===== config.mk =====
export PLATFORM = sky130hd
export DESIGN_NAME = bis_div
export DESIGN_NICKNAME = d
export VERILOG_FILES = /design/src/rtl/core/bis_div.sv
export SDC_FILE = /design/constraint.sdc
export NUM_CORES = 1
export LEC_CHECK = 0
export ABC_AREA = 0
export BUFFER_PORTS_ARGS = -buffer_cell sky130_fd_sc_hd__buf_4
export CAP_MARGIN = 10
export CORE_MARGIN = 4
export CORE_UTILIZATION = 40
export CTS_BUF_LIST = sky130_fd_sc_hd__clkbuf_2
export DETAILED_ROUTE_END_ITERATION = 7
export GPL_TIMING_DRIVEN = 1
export PLACE_DENSITY = 0.73
export SLEW_MARGIN = 40
export SYNTH_ARGS = -nofsm -noshare
export SYNTH_HDL_FRONTEND = slang
export SYNTH_SLANG_ARGS = --single-unit

===== constraint.sdc =====
create_clock -name clk -period 3.1 [get_ports clk]
set_input_delay 0.62 -clock clk [delete_from_list [all_inputs] [get_ports clk]]
set_output_delay 0.62 -clock clk [all_outputs]
set_load 0.02 [all_outputs]

===== src/rtl/core/bis_div.sv =====
// Restoring radix-2 divider, one quotient bit per cycle.
`default_nettype none
module bis_div #(
    parameter int NW = 34,
    parameter int DVW = 25
) (
    input  wire logic           clk,
    input  wire logic           rst_n,
    input  wire logic           start,
    input  wire logic [NW-1:0]  dividend,
    input  wire logic [DVW-1:0] divisor,
    output logic                busy,
    output logic                done,
    output logic [NW-1:0]       quot,
    output logic [DVW-1:0]      rem
);
    localparam int CW = $clog2(NW + 1);

    logic [CW-1:0]  cnt_reg;
    logic           act_reg;
    logic           done_reg;
    logic [DVW-1:0] rem_reg;
    logic [NW-1:0]  quo_reg;
    logic [DVW-1:0] dsr_reg;
    logic [DVW:0]   part;
    logic [DVW+1:0] diff;
    logic           ge;

    assign part = {rem_reg, quo_reg[NW-1]};
    assign diff = {1'b0, part} - {2'b00, dsr_reg};
    assign ge   = !diff[DVW+1];

    always_ff @(posedge clk or negedge rst_n)
    begin
        if (!rst_n)
        begin
            cnt_reg  <= '0;
            act_reg  <= 1'b0;
            done_reg <= 1'b0;
        end
        else
        begin
            done_reg <= 1'b0;
            if (start && !act_reg)
            begin
                act_reg <= 1'b1;
                cnt_reg <= CW'(NW);
                rem_reg <= '0;
                quo_reg <= dividend;
                dsr_reg <= divisor;
            end
            else if (act_reg)
            begin
                rem_reg <= ge ? diff[DVW-1:0] : part[DVW-1:0];
                quo_reg <= {quo_reg[NW-2:0], ge};
                cnt_reg <= cnt_reg - 1'b1;
                if (cnt_reg == CW'(1))
                begin
                    act_reg  <= 1'b0;
                    done_reg <= 1'b1;
                end
            end
        end
    end

    assign busy = act_reg;
    assign done = done_reg;
    assign quot = quo_reg;
    assign rem  = rem_reg;
endmodule
`default_nettype wire


==> results of run 1 <==
-- cells in the final DEF, fill, tap and decap left out, drive strengths merged, types with 2 or more instances in the layout --
cell / count
a211oi: 7
clkinv: 2
dfrtp: 8
o21bai: 3
o211a: 2
edfxtp: 84
mux2: 36
or3: 2
nand4: 5
nor2b: 5
a31o: 4
a31oi: 10
o22ai: 16
nor3b: 2
o31ai: 3
nor2: 20
ha: 27
mux2i: 5
nand2: 43
a21oi: 30
clkbuf: 10
a21o: 10
inv: 35
and3: 2
nand3: 3
xnor2: 14
nor3: 6
o211ai: 4
o21ai: 25
xor2: 7
nand2b: 3
buf: 150
nand3b: 3
a22o: 3
-- logic make-up after synthesis --
| kind of cell | after synthesis | share of synthesized area (%) |
|---|---|---|
| adders and majority gates | 28 | 6.84 |
| DFF | 92 | 52.1 |
| buffers and inverters | 54 | 4.09 |
| and+or+nand+nor | 98 | 8.93 |
| xor gates and xnor gates | 21 | 3.52 |
| AOI/OAI and AO/OA | 127 | 15.8 |
| muxes | 41 | 8.71 |
-- worst register-to-register path, stage by stage, from the launching register on --
cell      delay, ps
edfxtp_1        530
ha_2            430
nand2_1          90
o21ai_2         200
a41oi_1         120
or4b_4          600
o21ai_4         210
buf_12          180
nand3b_1         90
mux2_2          270
o211ai_1         90
-- worst min-delay path by stage --
stage                                       from                     end  slack [ps]
after floorplan                            rst_n          busy$_DFF_PN0_         320
after global placement    cnt_reg[5]$_DFFE_PN0N_  cnt_reg[5]$_DFFE_PN0N_         460
after detailed placement  cnt_reg[5]$_DFFE_PN0N_  cnt_reg[5]$_DFFE_PN0N_         490
after CTS                             divisor[5]    dsr_reg[5]$_DFFE_PP_          80
after global routing                  divisor[4]    dsr_reg[4]$_DFFE_PP_          40
final                                divisor[22]   dsr_reg[22]$_DFFE_PP_         140
-- repair_timing --
action                     CTS  global route
hold buffers                 0             0
setup endpoints to repair    0            26
setup buffers                0             8
resized for setup            0             7
-- routing by layer --
layer	routed length, um	track usage, %	part of all wire (%)
met3	1120	7.05	8.5
met2	6360	29.7	48
met1	5530	21.7	42
met5	0	0	0
met4	202	5.60	1.5
-- power breakdown --
part	switching (mW)	total, mW	internal [mW]
Clock	0.443	0.633	0.190
Sequential	0.291	2.12	1.83
Combinational	1.88	3.56	1.68
-- area by class of cell --
type	count	area [um^2]
fillers	1143	6060
well taps	172	215
clock inverters	6	62.6
repair buffers	150	1150
clock buffers	10	50.0
flip-flops and latches	92	2720
inverters	33	124
multi-input cells	315	2340
-- synthesized netlist by cell type, types with 2 or more instances --
| library cell | number | area, um^2 |
|---|---|---|
| nor2_1 | 20 | 75.1 |
| buf_2 | 3 | 15.0 |
| or3_1 | 2 | 12.5 |
| nor3b_1 | 2 | 15.0 |
| o21bai_1 | 3 | 22.5 |
| a21oi_1 | 30 | 150 |
| a22o_1 | 3 | 26.3 |
| nand3b_1 | 3 | 22.5 |
| nor3_1 | 5 | 25.0 |
| mux2_2 | 36 | 405 |
| dfrtp_1 | 8 | 200 |
| clkbuf_1 | 15 | 56.3 |
| o21ai_0 | 23 | 115 |
| edfxtp_1 | 84 | 2520 |
| o22ai_1 | 16 | 100 |
| inv_1 | 32 | 120 |
| buf_4 | 2 | 15.0 |
| xor2_1 | 7 | 61.3 |
| a211oi_1 | 7 | 52.6 |
| nand2b_1 | 3 | 18.8 |
| ha_1 | 27 | 338 |
| o31ai_1 | 3 | 22.5 |
| xnor2_1 | 14 | 123 |
| a21o_1 | 10 | 75.1 |
| nand3_1 | 3 | 15.0 |
| o211a_1 | 2 | 20.0 |
| nand2_1 | 43 | 161 |
| a31oi_1 | 10 | 62.6 |
| a31o_2 | 4 | 35.0 |
| nand4_1 | 5 | 31.3 |
| and3_1 | 2 | 12.5 |
| o211ai_1 | 4 | 30.0 |
| mux2i_1 | 5 | 50.1 |
| nor2b_1 | 5 | 31.3 |
==> impl_metrics.json, run 1 <==
{
  "numClockSinks": 92,
  "path_depth": 10,
  "cts_root_buf": "clkbuf_2",
  "core_area_um2": 12700,
  "diodes": 0,
  "postLayoutCellArea_um2": 6660,
  "die_w_um": 122,
  "total_power_mw": 6.32,
  "io_pins": 123,
  "cts-buffers-inserted": 9,
  "seq_area_frac_synth_pct": 52.1,
  "crit_end": "rem[21]$_SDFFCE_PP0P_",
  "place_inst": 754,
  "crit_required_ps": 3540,
  "crit_buf_inv": 1,
  "placed_area_um2": 6450,
  "syn_to_final_growth_pct": 27.4,
  "rows": 41,
  "worst_pin_slew_ps": 821,
  "critPathKind": "register to register",
  "start_kind": "register",
  "grt_max_degree": 37,
  "drive_gt1_share_pct": 36.1,
  "worstPathCellList": "ha_2 -> nand2_1 -> o21ai_2 -> a41oi_1 -> or4b_4 -> o21ai_4 -> buf_12 -> nand3b_1 -> mux2_2 -> o211ai_1",
  "rrSetupSlack_ps": 100,
  "fmax_mhz": 333,
  "drt-initial-drc-count": 211,
  "grt_antenna_before_repair": 0,
  "grt_usage_pct": 18.0,
  "setup_tns_ps": 0,
  "hold_ws_ps": 142,
  "status": "finished clean",
  "rsz0062_at_grt": "yes",
  "fin_skew_ps": 43.9,
  "stdcell_count": 778,
  "crit_arrival_ps": 3450,
  "rr_startpoint": "rem[20]$_SDFFCE_PP0P_",
  "via_per_inst": 5.39,
  "whs_path_depth": 1,
  "clk_latency_ps": 620,
  "synth_edf_count": 84,
  "syn-num-nets": 551,
  "start_util_pct": 41.1,
  "cp_slowest_stage_delay_ps": 600,
  "dieArea_um2": 15000,
  "firstDrtPassIters": 5,
  "post-route-util_pct": 52.4,
  "period_needed_ps": 3000,
  "worstPathMaxFanout": 26,
  "clockBufferDepth": 2,
  "reg2reg_depth": 10,
  "num_vias": 4192,
  "gr-total-overflow": 0,
  "cts_tree": "yes",
  "dpl_worst_slack_ps": 98.2,
  "cp_top_family": "simple AND/OR/NAND/NOR gates",
  "slowest_stage": "or4b_4",
  "p_per_area_nw_per_um2": 948,
  "leakage_nw": 2.79,
  "grt_pass1_wl_um": 21200,
  "worstReg2RegEnd": "rem[21]$_SDFFCE_PP0P_",
  "setup_ws_ps": 98.7,
  "syn_area_um2": 5230,
  "synth_cells": 461,
  "drv_cap": 0,
  "nets": 691,
  "async_flop_share_pct": 8.70,
  "gp_congestion": 0.906,
  "path_clk_slew_ps": 270,
  "htree_levels": 3,
  "antenna_left": 0,
  "startpoint": "rem[20]$_SDFFCE_PP0P_",
  "wl_per_cell_um": 17.0,
  "hold_viol": 0,
  "routed_wl_um": 13200,
  "setup_viol": 0,
  "post-route-drc-count": 0,
  "synth_flop_cell": "edfxtp_1",
  "syn_avg_cell_area_um2": 11.3,
  "grt_pass1_vias": 4305,
  "endpoint_kind": "register",
  "io_buffers": 122,
  "hold_class": "input pin to register",
  "irDropWorstVdd_mv": 0.369,
  "yosysWarnings": 0,
  "period_share_pct": 96.8,
  "die_h_um": 122,
  "largest_reg_flops": 34,
  "ys_ff_latch": 92,
  "dp_hpwl_um": 9610,
  "synth_cell_type_count": 54,
  "drv_slew": 0,
  "max_slew_margin_pct": 45.1
}
No activity file was read; power rests on OpenSTA's default activity.
==> inputs of run 2 (changes only) <==
Settings changed: CORE_UTILIZATION 40 to 38, PLACE_DENSITY 0.73 to 0.71.
==> run 2 against run 1 <==
  * Count of clock-buffer cells in the layout stayed put
  * Critical path type unchanged
  * Worst hold slack improved by 5.8 ps
  * Utilization is 2.7 points lower
  * Largest power group unchanged
  * Sequential share of layout area increased by 0.22 points
==> impl_metrics.json, run 2 (synthesis gave the netlist of run 1 again) <==
{
  "sequentialPowerShare_pct": 34.3,
  "intPower_mw": 3.58,
  "nets": 681,
  "endpoint_kind": "register",
  "start_util_pct": 39.2,
  "irDropWorstVdd_mv": 0.377,
  "dieArea_um2": 15700,
  "num_vias": 4108,
  "fmax_mhz": 330,
  "crit_required_ps": 3470,
  "leakage_nw": 2.74,
  "routed_wl_um": 12900,
  "htree_levels": 3,
  "dp_hpwl_um": 9500,
  "diodes": 0,
  "drive_gt1_share_pct": 35.9,
  "numClockSinks": 92,
  "start_kind": "register",
  "max_slew_margin_pct": 47.0,
  "worstPathMaxFanout": 6,
  "p_sw_share_pct": 42.1,
  "crit_arrival_ps": 3400,
  "drv_slew": 0,
  "grt_pass1_wl_um": 21100,
  "worst_pin_slew_ps": 793,
  "status": "finished clean",
  "drv_cap": 0,
  "fin_skew_ps": 46.4,
  "die_w_um": 125,
  "syn_to_final_growth_pct": 26.7,
  "power_frac_comb_pct": 56.6,
  "setup_tns_ps": 0,
  "setup_viol": 0,
  "hold_viol": 0,
  "rows": 42,
  "cts-buffers-inserted": 9,
  "grt_usage_pct": 16.4,
  "total_power_mw": 6.19,
  "wl_per_cell_um": 16.8,
  "rsz0062_at_grt": "yes",
  "gr-total-overflow": 0,
  "via_per_inst": 5.32,
  "grt_antenna_before_repair": 0,
  "grt_max_degree": 45,
  "clockBufferDepth": 2,
  "dpl_worst_slack_ps": 19.8,
  "firstDrtPassIters": 4,
  "layout_common_cells": "buf_4, edfxtp_1, nand2_1, mux2_2, inv_1",
  "io_buffers": 122,
  "p_clk_share_pct": 9.1,
  "die_h_um": 125,
  "setup_ws_ps": 70.0,
  "path_clk_slew_ps": 280,
  "io_pins": 123,
  "gp_congestion": 0.887,
  "post-route-drc-count": 0,
  "critPathKind": "register to register",
  "largest_reg_flops": 34,
  "period_needed_ps": 3030,
  "p_per_area_nw_per_um2": 935,
  "final_common_cell": "buf_4",
  "core_area_um2": 13300,
  "drt-initial-drc-count": 199,
  "clk_latency_ps": 620,
  "hold_class": "input pin to register",
  "antenna_left": 0,
  "netSwitchingPower_mw": 2.61,
  "cts_tree": "yes",
  "hold_ws_ps": 148,
  "cts_root_buf": "clkbuf_2",
  "period_share_pct": 97.7,
  "grt_pass1_vias": 4206
}
## run 2: cell count changes in the layout (fill, tap and decap cells not counted), moves of 2 or more
cell	change
buf_4	-13
clkinv_1	-2
nor2_1	-3
nor2_2	+3
## run 2: through the flow
stage / cell area, um^2 / util, % / std cells
floorplan: 5230 / - / 461
global placement: 6430 / 48.2 / 754
detailed placement: 6460 / 48.4 / 755
CTS: 6570 / 49.2 / 772
global route: 6620 / 49.6 / 772
finish: 6620 / 49.6 / 772
## run 2: cell type report
type	count	area (um^2)
fillers	1230	6720
flip-flops and latches	92	2720
multi-input cells	315	2360
repair buffers	140	1100
well taps	176	220
inverters	33	124
clock buffers	10	50.0
clock inverters	6	48.8
## run 2: what timing repair did
item / 4_1_cts / 5_1_grt
endpoints found under the hold margin: 8 / 0
resized for setup: 0 / 14
endpoints found under the setup margin: 0 / 25
hold buffers: 1 / 0
setup buffers: 0 / 0
## run 2: worst max-delay path, cell delays in order, from the launching register on
cell and delay [ps]:
edfxtp_1 490, ha_1 410, a21o_1 230, a2111oi_0 440, nor3b_1 370, o21ai_0 190
a31oi_1 230, xor2_1 170, a21oi_1 80, a22o_1 170
## run 2: worst paths after layout
kind,cells past startpoint,endpoint,startpoint,slack [ps]
max in group asynchronous,3,cnt_reg[0]$_DFFE_PN0N_,rst_n,2180
hold / removal,1,dsr_reg[24]$_DFFE_PP_,divisor[24],150
setup reg to reg,9,rem[15]$_SDFFCE_PP0P_,rem[9]$_SDFFCE_PP0P_,70
min in group asynchronous,3,cnt_reg[1]$_DFFE_PN0N_,rst_n,600
setup / recovery,9,rem[15]$_SDFFCE_PP0P_,rem[9]$_SDFFCE_PP0P_,70
hold reg to reg,1,cnt_reg[5]$_DFFE_PN0N_,cnt_reg[5]$_DFFE_PN0N_,500
## run 2: layer usage
layer  global-route usage [%]  wire, um
met1                     20.5      5570
met2                     26.8      6270
met5                        0         0
met3                     5.46       919
met4                     5.42       184
## run 2: power by group through the flow
stage | combinational (mW) | sequential (mW) | clock (mW)
after floorplan | 2.11 | 2.38 | 0
after global placement | 3.34 | 2.13 | 0
after detailed placement | 3.43 | 2.15 | 0
after CTS | 3.45 | 2.12 | 0.592
after global routing | 3.87 | 2.17 | 0.647
final | 3.51 | 2.12 | 0.564
